<file path="src/sap_pkg.sv">
package sap_pkg;

    localparam int SAMPLE_W = 24;
    localparam int COEF_W   = 24;
    localparam int PROD_W   = SAMPLE_W + COEF_W;
    localparam int SHIFT    = COEF_W - 2;
    localparam int RPROD_W  = PROD_W - SHIFT;
    localparam int SUM_W    = RPROD_W + 1;

    localparam logic [1:0] ORDER_FIRST  = 2'd1;
    localparam logic [1:0] ORDER_SECOND = 2'd2;

    localparam logic [2:0] FORM_DF1  = 3'd1;
    localparam logic [2:0] FORM_DF1T = 3'd2;
    localparam logic [2:0] FORM_DF2  = 3'd3;
    localparam logic [2:0] FORM_DF2T = 3'd4;
    localparam logic [2:0] FORM_LAT  = 3'd5;
    localparam logic [2:0] FORM_LATD = 3'd6;

    localparam logic [1:0] CFG_ORDER = 2'd0;
    localparam logic [1:0] CFG_FORM  = 2'd1;
    localparam logic [1:0] CFG_COEF0 = 2'd2;
    localparam logic [1:0] CFG_COEF1 = 2'd3;

    // unity in Q2.22
    localparam logic signed [COEF_W-1:0] COEF_ONE = COEF_W'(1) <<< SHIFT;

    typedef enum logic [3:0] {
        R_ZERO, R_LIN, R_RIN, R_T0, R_T1, R_LY, R_RY,
        R_LD0, R_LD1, R_LO0, R_LO1, R_RD0, R_RD1
    } reg_sel_t;

    typedef enum logic [1:0] {CS_C0, CS_C1, CS_ONE} coef_sel_t;

    typedef enum logic [2:0] {
        M_PASS, M_FO, M_DF1, M_DF1T, M_DF2, M_DF2T, M_LAT, M_LATD
    } mode_t;

    typedef enum logic [1:0] {ST_IDLE, ST_RUN, ST_DONE} state_t;

    // dst = sat(a +/- round(coef * x))
    typedef struct packed {
        reg_sel_t  dst;
        reg_sel_t  a;
        coef_sel_t coef;
        logic      sub;
        reg_sel_t  x;
    } uop_t;

    typedef struct packed {
        logic load_in;
        logic exec;
        uop_t op;
        logic load_out;
    } dp_cmd_t;

    function automatic uop_t mk(reg_sel_t dst, reg_sel_t a, coef_sel_t coef,
                                logic sub, reg_sel_t x);
        uop_t u;
        u.dst  = dst;
        u.a    = a;
        u.coef = coef;
        u.sub  = sub;
        u.x    = x;
        return u;
    endfunction

    function automatic uop_t nop_op();
        return mk(R_ZERO, R_ZERO, CS_ONE, 1'b0, R_ZERO);
    endfunction

    function automatic mode_t decode_mode(logic [1:0] order, logic [2:0] form);
        mode_t m;
        m = M_PASS;
        if (order == ORDER_FIRST)
        begin
            m = M_FO;
        end
        else if (order == ORDER_SECOND)
        begin
            unique case (form)
                FORM_DF1:  m = M_DF1;
                FORM_DF1T: m = M_DF1T;
                FORM_DF2:  m = M_DF2;
                FORM_DF2T: m = M_DF2T;
                FORM_LAT:  m = M_LAT;
                FORM_LATD: m = M_LATD;
                default:   m = M_PASS;
            endcase
        end
        return m;
    endfunction

    function automatic logic [3:0] mode_len(mode_t m);
        logic [3:0] n;
        unique case (m)
            M_PASS:  n = 4'd2;
            M_FO:    n = 4'd4;
            M_DF1:   n = 4'd15;
            M_DF1T:  n = 4'd14;
            M_DF2:   n = 4'd14;
            M_DF2T:  n = 4'd11;
            M_LAT:   n = 4'd10;
            M_LATD:  n = 4'd6;
            default: n = 4'd2;
        endcase
        return n;
    endfunction

    function automatic uop_t df2_op(reg_sel_t x, reg_sel_t d0, reg_sel_t d1,
                                    reg_sel_t y, logic [3:0] k);
        uop_t u;
        unique case (k)
            4'd0:    u = mk(R_T0, x,      CS_C0,  1'b1, d0);
            4'd1:    u = mk(R_T0, R_T0,   CS_C1,  1'b1, d1);
            4'd2:    u = mk(y,    R_ZERO, CS_C1,  1'b0, R_T0);
            4'd3:    u = mk(y,    y,      CS_C0,  1'b0, d0);
            4'd4:    u = mk(y,    y,      CS_ONE, 1'b0, d1);
            4'd5:    u = mk(d1,   d0,     CS_ONE, 1'b0, R_ZERO);
            4'd6:    u = mk(d0,   R_T0,   CS_ONE, 1'b0, R_ZERO);
            default: u = nop_op();
        endcase
        return u;
    endfunction

    function automatic uop_t lat_op(reg_sel_t x, reg_sel_t d0, reg_sel_t d1,
                                    reg_sel_t y, logic [3:0] k);
        uop_t u;
        unique case (k)
            4'd0:    u = mk(R_T0, x,    CS_C1,  1'b1, d1);
            4'd1:    u = mk(y,    d1,   CS_C1,  1'b0, R_T0);
            4'd2:    u = mk(R_T1, R_T0, CS_C0,  1'b1, d0);
            4'd3:    u = mk(d1,   d0,   CS_C0,  1'b0, R_T1);
            4'd4:    u = mk(d0,   R_T1, CS_ONE, 1'b0, R_ZERO);
            default: u = nop_op();
        endcase
        return u;
    endfunction

    function automatic uop_t get_uop(mode_t m, logic [3:0] k);
        uop_t u;
        u = nop_op();
        unique case (m)
            M_PASS:
            begin
                u = (k == 4'd0) ? mk(R_LY, R_LIN, CS_ONE, 1'b0, R_ZERO)
                                : mk(R_RY, R_RIN, CS_ONE, 1'b0, R_ZERO);
            end
            M_FO:
            begin
                unique case (k)
                    4'd0:    u = mk(R_T0,  R_LIN, CS_C0,  1'b1, R_LD0);
                    4'd1:    u = mk(R_LY,  R_LD0, CS_C0,  1'b0, R_T0);
                    4'd2:    u = mk(R_LD0, R_T0,  CS_ONE, 1'b0, R_ZERO);
                    default: u = mk(R_RY,  R_RIN, CS_ONE, 1'b0, R_ZERO);
                endcase
            end
            M_DF1:
            begin
                unique case (k)
                    4'd0:    u = mk(R_LY,  R_LD1, CS_C0,  1'b0, R_LD0);
                    4'd1:    u = mk(R_LY,  R_LY,  CS_C1,  1'b0, R_LIN);
                    4'd2:    u = mk(R_LY,  R_LY,  CS_C1,  1'b1, R_LO1);
                    4'd3:    u = mk(R_LY,  R_LY,  CS_C0,  1'b1, R_LO0);
                    4'd4:    u = mk(R_LD1, R_LD0, CS_ONE, 1'b0, R_ZERO);
                    4'd5:    u = mk(R_LD0, R_LIN, CS_ONE, 1'b0, R_ZERO);
                    4'd6:    u = mk(R_LO1, R_LO0, CS_ONE, 1'b0, R_ZERO);
                    4'd7:    u = mk(R_LO0, R_LY,  CS_ONE, 1'b0, R_ZERO);
                    default: u = df2_op(R_RIN, R_RD0, R_RD1, R_RY, k - 4'd8);
                endcase
            end
            M_DF1T:
            begin
                unique case (k)
                    4'd0:    u = mk(R_T0,  R_LIN,  CS_ONE, 1'b0, R_LD0);
                    4'd1:    u = mk(R_LD0, R_LD1,  CS_C0,  1'b1, R_T0);
                    4'd2:    u = mk(R_T1,  R_ZERO, CS_C1,  1'b0, R_T0);
                    4'd3:    u = mk(R_LD1, R_ZERO, CS_ONE, 1'b1, R_T1);
                    4'd4:    u = mk(R_LY,  R_LO0,  CS_C1,  1'b0, R_T0);
                    4'd5:    u = mk(R_LO0, R_LO1,  CS_C0,  1'b0, R_T0);
                    4'd6:    u = mk(R_LO1, R_T0,   CS_ONE, 1'b0, R_ZERO);
                    default: u = df2_op(R_RIN, R_RD0, R_RD1, R_RY, k - 4'd7);
                endcase
            end
            M_DF2:
            begin
                u = (k < 4'd7) ? df2_op(R_LIN, R_LD0, R_LD1, R_LY, k)
                               : df2_op(R_RIN, R_RD0, R_RD1, R_RY, k - 4'd7);
            end
            M_DF2T:
            begin
                unique case (k)
                    4'd0:    u = mk(R_LY,  R_LD0, CS_C1, 1'b0, R_LIN);
                    4'd1:    u = mk(R_T0,  R_LD1, CS_C0, 1'b0, R_LIN);
                    4'd2:    u = mk(R_LD0, R_T0,  CS_C0, 1'b1, R_LY);
                    4'd3:    u = mk(R_LD1, R_LIN, CS_C1, 1'b1, R_LY);
                    default: u = df2_op(R_RIN, R_RD0, R_RD1, R_RY, k - 4'd4);
                endcase
            end
            M_LAT:
            begin
                u = (k < 4'd5) ? lat_op(R_LIN, R_LD0, R_LD1, R_LY, k)
                               : lat_op(R_RIN, R_RD0, R_RD1, R_RY, k - 4'd5);
            end
            M_LATD:
            begin
                u = (k < 4'd5) ? lat_op(R_LIN, R_LD0, R_LD1, R_LY, k)
                               : mk(R_RY, R_LY, CS_ONE, 1'b1, R_RIN);
            end
            default: u = nop_op();
        endcase
        return u;
    endfunction

endpackage

</file>
<file path="src/sap_ctrl.sv">
module sap_ctrl (
    input  logic             clk,
    input  logic             rst_n,
    input  logic             in_valid,
    output logic             in_stall,
    output logic             out_valid,
    input  logic             out_stall,
    input  logic [1:0]       filter_order,
    input  logic [2:0]       structure_form,
    output sap_pkg::dp_cmd_t cmd
);
    import sap_pkg::*;

    state_t     state_reg, state_next;
    mode_t      mode_reg, mode_next;
    logic [3:0] step_reg, step_next;
    logic       out_valid_reg, out_valid_next;
    logic       last_step;

    always_ff @(posedge clk or negedge rst_n)
    begin
        if (!rst_n)
        begin
            state_reg     <= ST_IDLE;
            mode_reg      <= M_PASS;
            step_reg      <= 4'd0;
            out_valid_reg <= 1'b0;
        end
        else
        begin
            state_reg     <= state_next;
            mode_reg      <= mode_next;
            step_reg      <= step_next;
            out_valid_reg <= out_valid_next;
        end
    end

    assign last_step = (step_reg == mode_len(mode_reg) - 4'd1);

    always_comb
    begin
        state_next     = state_reg;
        mode_next      = mode_reg;
        step_next      = step_reg;
        out_valid_next = out_valid_reg;
        cmd            = '0;
        cmd.op         = nop_op();
        in_stall       = 1'b1;
        // retire the beat on the output side
        if (out_valid_reg && !out_stall)
        begin
            out_valid_next = 1'b0;
        end
        unique case (state_reg)
            ST_IDLE:
            begin
                in_stall = 1'b0;
                if (in_valid)
                begin
                    cmd.load_in = 1'b1;
                    mode_next   = decode_mode(filter_order, structure_form);
                    step_next   = 4'd0;
                    state_next  = ST_RUN;
                end
            end
            ST_RUN:
            begin
                cmd.exec = 1'b1;
                cmd.op   = get_uop(mode_reg, step_reg);
                if (last_step)
                begin
                    state_next = ST_DONE;
                end
                else
                begin
                    step_next = step_reg + 4'd1;
                end
            end
            ST_DONE:
            begin
                // hold until the output register is free
                if (!out_valid_reg || !out_stall)
                begin
                    cmd.load_out   = 1'b1;
                    out_valid_next = 1'b1;
                    state_next     = ST_IDLE;
                end
            end
            default: state_next = ST_IDLE;
        endcase
    end

    assign out_valid = out_valid_reg;

`ifndef SYNTH
    a_load_free: assert property (@(posedge clk) disable iff (!rst_n)
        cmd.load_out |-> (!out_valid_reg || !out_stall))
        else $error("output overwritten while pending");
    a_accept_run: assert property (@(posedge clk) disable iff (!rst_n)
        (in_valid && !in_stall) |=> (state_reg == ST_RUN && step_reg == 4'd0))
        else $error("accepted beat did not start sequence");
    a_run_end: assert property (@(posedge clk) disable iff (!rst_n)
        (state_reg == ST_RUN && last_step) |=> (state_reg == ST_DONE))
        else $error("sequence did not finish");
    a_step_range: assert property (@(posedge clk) disable iff (!rst_n)
        (state_reg == ST_RUN) |-> (step_reg < mode_len(mode_reg)))
        else $error("step beyond program");
`endif

endmodule

</file>
<file path="src/sap_dp.sv">
module sap_dp (
    input  logic                                clk,
    input  logic                                rst_n,
    input  sap_pkg::dp_cmd_t                    cmd,
    input  logic signed [sap_pkg::SAMPLE_W-1:0] left_in,
    input  logic signed [sap_pkg::SAMPLE_W-1:0] right_in,
    input  logic                                frame_last,
    input  logic signed [sap_pkg::COEF_W-1:0]   coef_first,
    input  logic signed [sap_pkg::COEF_W-1:0]   coef_second,
    output logic signed [sap_pkg::SAMPLE_W-1:0] left_out,
    output logic signed [sap_pkg::SAMPLE_W-1:0] right_out,
    output logic                                frame_last_out
);
    import sap_pkg::*;

    logic signed [SAMPLE_W-1:0] lin_reg, rin_reg, t0_reg, t1_reg, ly_reg, ry_reg;
    logic signed [SAMPLE_W-1:0] ld0_reg, ld1_reg, lo0_reg, lo1_reg, rd0_reg, rd1_reg;
    logic signed [SAMPLE_W-1:0] lout_reg, rout_reg;
    logic                       last_reg, last_out_reg;

    logic signed [SAMPLE_W-1:0] opa, opx, res;
    logic signed [COEF_W-1:0]   opc;
    logic signed [PROD_W-1:0]   prod, prod_rnd;
    logic signed [RPROD_W-1:0]  prod_q;
    logic signed [SUM_W-1:0]    sum;

    localparam logic signed [SUM_W-1:0] SAT_HI = SUM_W'((1 << (SAMPLE_W - 1)) - 1);
    localparam logic signed [SUM_W-1:0] SAT_LO = -SAT_HI - SUM_W'(1);

    function automatic logic signed [SAMPLE_W-1:0] rd(reg_sel_t s,
        logic signed [SAMPLE_W-1:0] lin, logic signed [SAMPLE_W-1:0] rin,
        logic signed [SAMPLE_W-1:0] t0,  logic signed [SAMPLE_W-1:0] t1,
        logic signed [SAMPLE_W-1:0] ly,  logic signed [SAMPLE_W-1:0] ry,
        logic signed [SAMPLE_W-1:0] ld0, logic signed [SAMPLE_W-1:0] ld1,
        logic signed [SAMPLE_W-1:0] lo0, logic signed [SAMPLE_W-1:0] lo1,
        logic signed [SAMPLE_W-1:0] rd0, logic signed [SAMPLE_W-1:0] rd1);
        logic signed [SAMPLE_W-1:0] v;
        unique case (s)
            R_LIN:   v = lin;
            R_RIN:   v = rin;
            R_T0:    v = t0;
            R_T1:    v = t1;
            R_LY:    v = ly;
            R_RY:    v = ry;
            R_LD0:   v = ld0;
            R_LD1:   v = ld1;
            R_LO0:   v = lo0;
            R_LO1:   v = lo1;
            R_RD0:   v = rd0;
            R_RD1:   v = rd1;
            default: v = '0;
        endcase
        return v;
    endfunction

    always_comb
    begin
        opa = rd(cmd.op.a, lin_reg, rin_reg, t0_reg, t1_reg, ly_reg, ry_reg,
                 ld0_reg, ld1_reg, lo0_reg, lo1_reg, rd0_reg, rd1_reg);
        opx = rd(cmd.op.x, lin_reg, rin_reg, t0_reg, t1_reg, ly_reg, ry_reg,
                 ld0_reg, ld1_reg, lo0_reg, lo1_reg, rd0_reg, rd1_reg);
        unique case (cmd.op.coef)
            CS_C0:   opc = coef_first;
            CS_C1:   opc = coef_second;
            default: opc = COEF_ONE;
        endcase
    end

    // round half up to Q1.23, then add or subtract and saturate
    assign prod     = PROD_W'(opc) * PROD_W'(opx);
    assign prod_rnd = prod + (PROD_W'(1) <<< (SHIFT - 1));
    assign prod_q   = prod_rnd[PROD_W-1:SHIFT];
    assign sum      = cmd.op.sub ? (SUM_W'(opa) - SUM_W'(prod_q))
                                 : (SUM_W'(opa) + SUM_W'(prod_q));

    always_comb
    begin
        priority if (sum > SAT_HI)
            res = SAT_HI[SAMPLE_W-1:0];
        else if (sum < SAT_LO)
            res = SAT_LO[SAMPLE_W-1:0];
        else
            res = sum[SAMPLE_W-1:0];
    end

    // filter state, cleared by reset
    always_ff @(posedge clk or negedge rst_n)
    begin
        if (!rst_n)
        begin
            ld0_reg <= '0;
            ld1_reg <= '0;
            lo0_reg <= '0;
            lo1_reg <= '0;
            rd0_reg <= '0;
            rd1_reg <= '0;
        end
        else if (cmd.exec)
        begin
            if (cmd.op.dst == R_LD0) ld0_reg <= res;
            if (cmd.op.dst == R_LD1) ld1_reg <= res;
            if (cmd.op.dst == R_LO0) lo0_reg <= res;
            if (cmd.op.dst == R_LO1) lo1_reg <= res;
            if (cmd.op.dst == R_RD0) rd0_reg <= res;
            if (cmd.op.dst == R_RD1) rd1_reg <= res;
        end
    end

    // working and payload registers
    always_ff @(posedge clk)
    begin
        if (cmd.load_in)
        begin
            lin_reg  <= left_in;
            rin_reg  <= right_in;
            last_reg <= frame_last;
        end
        if (cmd.exec)
        begin
            if (cmd.op.dst == R_T0) t0_reg <= res;
            if (cmd.op.dst == R_T1) t1_reg <= res;
            if (cmd.op.dst == R_LY) ly_reg <= res;
            if (cmd.op.dst == R_RY) ry_reg <= res;
        end
        if (cmd.load_out)
        begin
            lout_reg     <= ly_reg;
            rout_reg     <= ry_reg;
            last_out_reg <= last_reg;
        end
    end

    assign left_out       = lout_reg;
    assign right_out      = rout_reg;
    assign frame_last_out = last_out_reg;

endmodule

</file>
<file path="src/stereo_allpass_filter.sv">
// An accepted input beat runs the operations of the selected structure in order, one
// multiply-accumulate per cycle; pass-through has the fewest and direct form 1 the most.
// The result then moves to the output register once it is free, and only then is the
// next stereo pair accepted. All products share a single 24x24 multiplier.
// Reset clears all delay lines, sets order and form to 1 and coefficients to 0.
module stereo_allpass_filter (
    input  logic                                clk,
    input  logic                                rst_n,
    input  logic                                in_valid,
    output logic                                in_stall,
    input  logic signed [sap_pkg::SAMPLE_W-1:0] left_in,
    input  logic signed [sap_pkg::SAMPLE_W-1:0] right_in,
    input  logic                                frame_last,
    output logic                                out_valid,
    input  logic                                out_stall,
    output logic signed [sap_pkg::SAMPLE_W-1:0] left_out,
    output logic signed [sap_pkg::SAMPLE_W-1:0] right_out,
    output logic                                frame_last_out,
    input  logic                                cfg_valid,
    output logic                                cfg_ready,
    input  logic [1:0]                          cfg_index,
    input  logic [sap_pkg::COEF_W-1:0]          cfg_data
);
    import sap_pkg::*;

    logic [1:0]               order_reg;
    logic [2:0]               form_reg;
    logic signed [COEF_W-1:0] c0_reg, c1_reg;
    dp_cmd_t                  cmd;

    assign cfg_ready = 1'b1;

    always_ff @(posedge clk or negedge rst_n)
    begin
        if (!rst_n)
        begin
            order_reg <= ORDER_FIRST;
            form_reg  <= FORM_DF1;
            c0_reg    <= '0;
            c1_reg    <= '0;
        end
        else if (cfg_valid && cfg_ready)
        begin
            unique case (cfg_index)
                CFG_ORDER: order_reg <= cfg_data[1:0];
                CFG_FORM:  form_reg  <= cfg_data[2:0];
                CFG_COEF0: c0_reg    <= cfg_data;
                CFG_COEF1: c1_reg    <= cfg_data;
                default:   order_reg <= order_reg;
            endcase
        end
    end

    sap_ctrl u_ctrl (
        .clk            (clk),
        .rst_n          (rst_n),
        .in_valid       (in_valid),
        .in_stall       (in_stall),
        .out_valid      (out_valid),
        .out_stall      (out_stall),
        .filter_order   (order_reg),
        .structure_form (form_reg),
        .cmd            (cmd)
    );

    sap_dp u_dp (
        .clk            (clk),
        .rst_n          (rst_n),
        .cmd            (cmd),
        .left_in        (left_in),
        .right_in       (right_in),
        .frame_last     (frame_last),
        .coef_first     (c0_reg),
        .coef_second    (c1_reg),
        .left_out       (left_out),
        .right_out      (right_out),
        .frame_last_out (frame_last_out)
    );

endmodule

</file>
<file path="config.mk">
export PLATFORM = sky130hd
export DESIGN_NAME = stereo_allpass_filter
export DESIGN_NICKNAME = d
export VERILOG_FILES = /design/src/sap_pkg.sv /design/src/sap_ctrl.sv /design/src/sap_dp.sv /design/src/stereo_allpass_filter.sv
export SDC_FILE = /design/constraint.sdc
export NUM_CORES = 2
export LEC_CHECK = 0
export ABC_AREA = 1
export BUFFER_PORTS_ARGS = -buffer_cell sky130_fd_sc_hd__buf_2
export CAP_MARGIN = 30
export CORE_UTILIZATION = 50
export CTS_BUF_LIST = sky130_fd_sc_hd__clkbuf_16
export DETAILED_ROUTE_END_ITERATION = 12
export PLACE_DENSITY_LB_ADDON = 0.08
export SLEW_MARGIN = 20
export SYNTH_ARGS = -nofsm -noshare
export SYNTH_HDL_FRONTEND = slang
export SYNTH_SLANG_ARGS = --single-unit
</file>
<file path="constraint.sdc">
create_clock -name clk -period 26.8 [get_ports clk]
set_input_delay 0 -clock clk [delete_from_list [all_inputs] [get_ports clk]]
set_output_delay 0 -clock clk [all_outputs]
set_load 0.1 [all_outputs]
</file>
==> load_flow_metrics.sql <==
INSERT INTO impl_metrics (metric_group, metric, value, unit) VALUES
('layout', 'final_layout_size_suffix_gt1_share', '7.44', '%'),
('layout', 'final_nets', '6485', ''),
('worst_setup_path', 'cp-end-kind', 'flop', ''),
('grt', 'grt_first_pass_wirelength', '239000', 'µm'),
('clocking', 'clk_transition_reported_paths', '0.07', 'ns'),
('layout', 'finish.instance_area', '48700', 'µm²'),
('place', 'place_inst', '6656', ''),
('die', 'fp.dieArea', '89800', 'µm²'),
('min_path', 'worst_hold_path_type', 'input pin to asynchronous set/reset pin', ''),
('layout', 'fillers', '8320', ''),
('die', 'floorplan.die.width', '300', 'µm'),
('logic_synthesis', 'ys_types', '63', ''),
('logic_synthesis', 'async_reset_ff_share', '51.6', '%'),
('logic_synthesis', 'syn_inst', '5477', ''),
('routing', 'wl_met2', '67300', 'µm'),
('grt', 'vias_in_the_first_global_route', '38100', ''),
('routing', 'top_layer', 'met5', ''),
('timing', 'final-max-slew-violation-count', '0', ''),
('logic_synthesis', 'synth_warnings', '0', ''),
('routing', 'drt_wl_total', '158000', 'µm'),
('clocking', 'clk_latency', '0.63', 'ns'),
('worst_setup_path', 'critical-path-max-stage-delay', '0.63', 'ns'),
('worst_setup_path', 'critical_path_class', 'flop to flop', ''),
('routing', 'detailroute.via_count', '38100', ''),
('place', 'place_congestion', '1.02', ''),
('grt', 'global_route.usage.total', '35.7', '%'),
('outcome', 'violations_in_the_final_reports', 'negative hold slack', ''),
('timing', 'hold_viol', '8', ''),
('logic_synthesis', 'yosysSeqAreaShare', '24.8', '%'),
('clocking', 'tritoncts', 'yes', ''),
('timing', 'worst_hold_slack', '-0.0202', 'ns'),
('logic_synthesis', 'avgSynthCellArea', '8.09', 'µm²'),
('die', 'die_y', '300', 'µm'),
('logic_synthesis', 'ys_ff_latch', '401', ''),
('clocking', 'root_buffer', 'sky130_fd_sc_hd__clkbuf_16', ''),
('routing', 'detailedRoute.firstPassIterationCount', '6', ''),
('grt', 'grt-ovfl-total', '0', ''),
('place', 'port_buffers', '130', ''),
('worst_setup_path', 'setup.worst_path.start_class', 'flop', ''),
('timing', 'timing.slew.headroom', '35.8', '%'),
('place', 'post-dp-hpwl', '118000', 'µm'),
('layout', 'stdcell_count', '6816', ''),
('routing', 'viasPerCell', '5.58', ''),
('timing', 'clock_skew', '0.0501', 'ns'),
('routing', 'dr_wl_met3', '17700', 'µm'),
('place', 'dpl_worst_slack', '11.26', 'ns'),
('logic_synthesis', 'synth.cell_area', '44300', 'µm²'),
('routing', 'route.antenna.remaining_nets', '0', ''),
('clocking', 'tritoncts.num_buffers', '43', ''),
('worst_setup_path', 'reg2regPathDepth', '59', ''),
('worst_setup_path', 'crit_required', '27.16', 'ns'),
('grt', 'grt_start_max_net_pins', '85', ''),
('logic_synthesis', 'synth-edff-count', '194', ''),
('die', 'floorplan.initialDensity', '50.8', '%'),
('layout', 'antenna-diode-count', '0', ''),
('clocking', 'cts.sink_count', '401', ''),
('timing', 'tns', '0', 'ns'),
('outcome', 'status', 'finished, violations left', ''),
('clocking', 'maximum_count_of_clock_buffers_along_a_single_path', '3', ''),
('grt', 'grt_antenna_before_repair', '3', ''),
('timing', 'period_needed', '15.82', 'ns'),
('worst_setup_path', 'crit_fanout', '24', ''),
('layout', 'area_overhead_vs_synth', '10.0', '%'),
('timing', 'finalSetupViolations', '0', ''),
('die', 'top_level_ports', '132', ''),
('logic_synthesis', 'syn_nets', '6336', ''),
('worst_setup_path', 'critPathSlowestCell', 'sky130_fd_sc_hd__nor2_4', ''),
('worst_setup_path', 'critical_path_arrival', '16.19', 'ns'),
('logic_synthesis', 'post-synth-top-area-cell', 'sky130_fd_sc_hd__fa_1', ''),
('routing', 'avgRoutedWirePerCell', '23.2', 'µm'),
('timing', 'post-route-worst-setup-slack', '10.98', 'ns');
-- worst register-to-register path: cells and delay by family (launching register included) --
kind            cells  cell delay [ns]
xor+xnor            2             0.56
simple gates       16             3.96
buf+inv             9             0.94
compound gates     21             4.68
fa+ha+maj          11             4.90
flops               1             0.52
-- placed cells by master, fill, tap and decap left out, drive strengths merged, types with 27 or more instances in the layout --
master and instances:
edfxtp 194, inv 1312, ha 171, dlygate4sd3 79, a221oi 67, o21ai 161, xnor2 27, fa 608
dfrtp 205, a21oi 135, nand3 227, buf 230, xor2 52, nor2 273, clkbuf 43, nand2 1492
o22ai 179
-- worst paths after layout --
kind | startpoint | to | slack [ns]
max | u_ctrl.step_reg[0] | u_dp.t1_reg[0] | 10.98
min | rst_n | u_dp.ld1_reg[9] | -0.02
max reg2reg | u_ctrl.step_reg[0] | u_dp.t1_reg[0] | 10.98
min reg2reg | u_dp.last_reg | u_dp.frame_last_out | 0.44
max in group asynchronous | rst_n | c1_reg[9] | 25.50
min in group clk | left_in[8] | u_dp.lin_reg[8] | 0.08
-- repair_timing --
action                     4_1_cts  5_1_grt
setup endpoints to repair        0        0
buffers inserted                 0        0
gates resized for setup          0        0
hold buffers                    79        0
hold endpoints to repair       196        0
-- through the flow --
step	util, %	hold slack, ns
after floorplan	-	-0.296
after global placement	53.1	0.0779
after detailed placement	53.2	0.0804
after CTS	55.8	0.00650
after global routing	55.8	0.0283
final	55.8	-0.0202
-- logic make-up (layout without fill, tap and decap cells) --
| group | count (synthesis) | after routing | share of synthesized area, % |
|---|---|---|---|
| buffers and inverters | 1517 | 1701 | 13.0 |
| other | 1 | 1 | 0.00846 |
| xor gates and xnor gates | 79 | 79 | 1.58 |
| AOI/OAI and AO/OA | 641 | 641 | 9.04 |
| and+or+nand+nor | 2059 | 2059 | 19.2 |
| DFF | 401 | 401 | 24.8 |
| adders and majority gates | 779 | 779 | 32.3 |
-- per-layer routing --
metal / vias to the layer above / global-route usage, %
met5: - / 1.11
met4: 4 / 14.0
met3: 318 / 8.97
met2: 2040 / 52.3
met1: 18600 / 50.7
li1: 17100 / -
-- Yosys cell counts, types with 3 or more instances --
master,n
sky130_fd_sc_hd__nand2_4,11
sky130_fd_sc_hd__a21oi_1,134
sky130_fd_sc_hd__o2111ai_1,4
sky130_fd_sc_hd__ha_1,171
sky130_fd_sc_hd__a2111oi_0,3
sky130_fd_sc_hd__nand3_2,8
sky130_fd_sc_hd__o21ai_2,3
sky130_fd_sc_hd__buf_1,8
sky130_fd_sc_hd__nor3_1,24
sky130_fd_sc_hd__nand2_1,1442
sky130_fd_sc_hd__buf_2,14
sky130_fd_sc_hd__buf_4,7
sky130_fd_sc_hd__inv_2,13
sky130_fd_sc_hd__a21o_1,3
sky130_fd_sc_hd__dfrtp_1,205
sky130_fd_sc_hd__and3_1,3
sky130_fd_sc_hd__clkinv_1,6
sky130_fd_sc_hd__o21a_1,9
sky130_fd_sc_hd__a31oi_1,18
sky130_fd_sc_hd__clkbuf_1,171
sky130_fd_sc_hd__fa_1,608
sky130_fd_sc_hd__edfxtp_1,194
sky130_fd_sc_hd__o21bai_1,7
sky130_fd_sc_hd__nor4_1,11
sky130_fd_sc_hd__o211ai_1,15
sky130_fd_sc_hd__a32o_1,10
sky130_fd_sc_hd__nand2_2,39
sky130_fd_sc_hd__nand3_1,218
sky130_fd_sc_hd__o21ai_1,8
sky130_fd_sc_hd__xnor2_1,26
sky130_fd_sc_hd__nor2_1,257
sky130_fd_sc_hd__nor2_2,9
sky130_fd_sc_hd__o21ai_0,148
sky130_fd_sc_hd__o31ai_1,8
sky130_fd_sc_hd__a211oi_1,4
sky130_fd_sc_hd__buf_6,4
sky130_fd_sc_hd__inv_1,1293
sky130_fd_sc_hd__xor2_1,52
sky130_fd_sc_hd__o22ai_1,179
sky130_fd_sc_hd__nor2_4,7
sky130_fd_sc_hd__nand3b_1,10
sky130_fd_sc_hd__nand4_1,13
sky130_fd_sc_hd__o221ai_1,8
sky130_fd_sc_hd__a221oi_1,67
-- area by class of cell --
type	instances	area (µm²)	share of cell area, %
multi-input cells	3559	27600	56.6
well taps	1155	1450	2.96
clock buffers	43	1080	2.21
flip-flops and latches	401	11000	22.6
repair buffers	309	2260	4.63
inverters	1312	4920	10.1
clock inverters	37	448	0.919
Power is not shown: default switching activity piles up to over one toggle a cycle in this logic, so the estimate is an artifact.
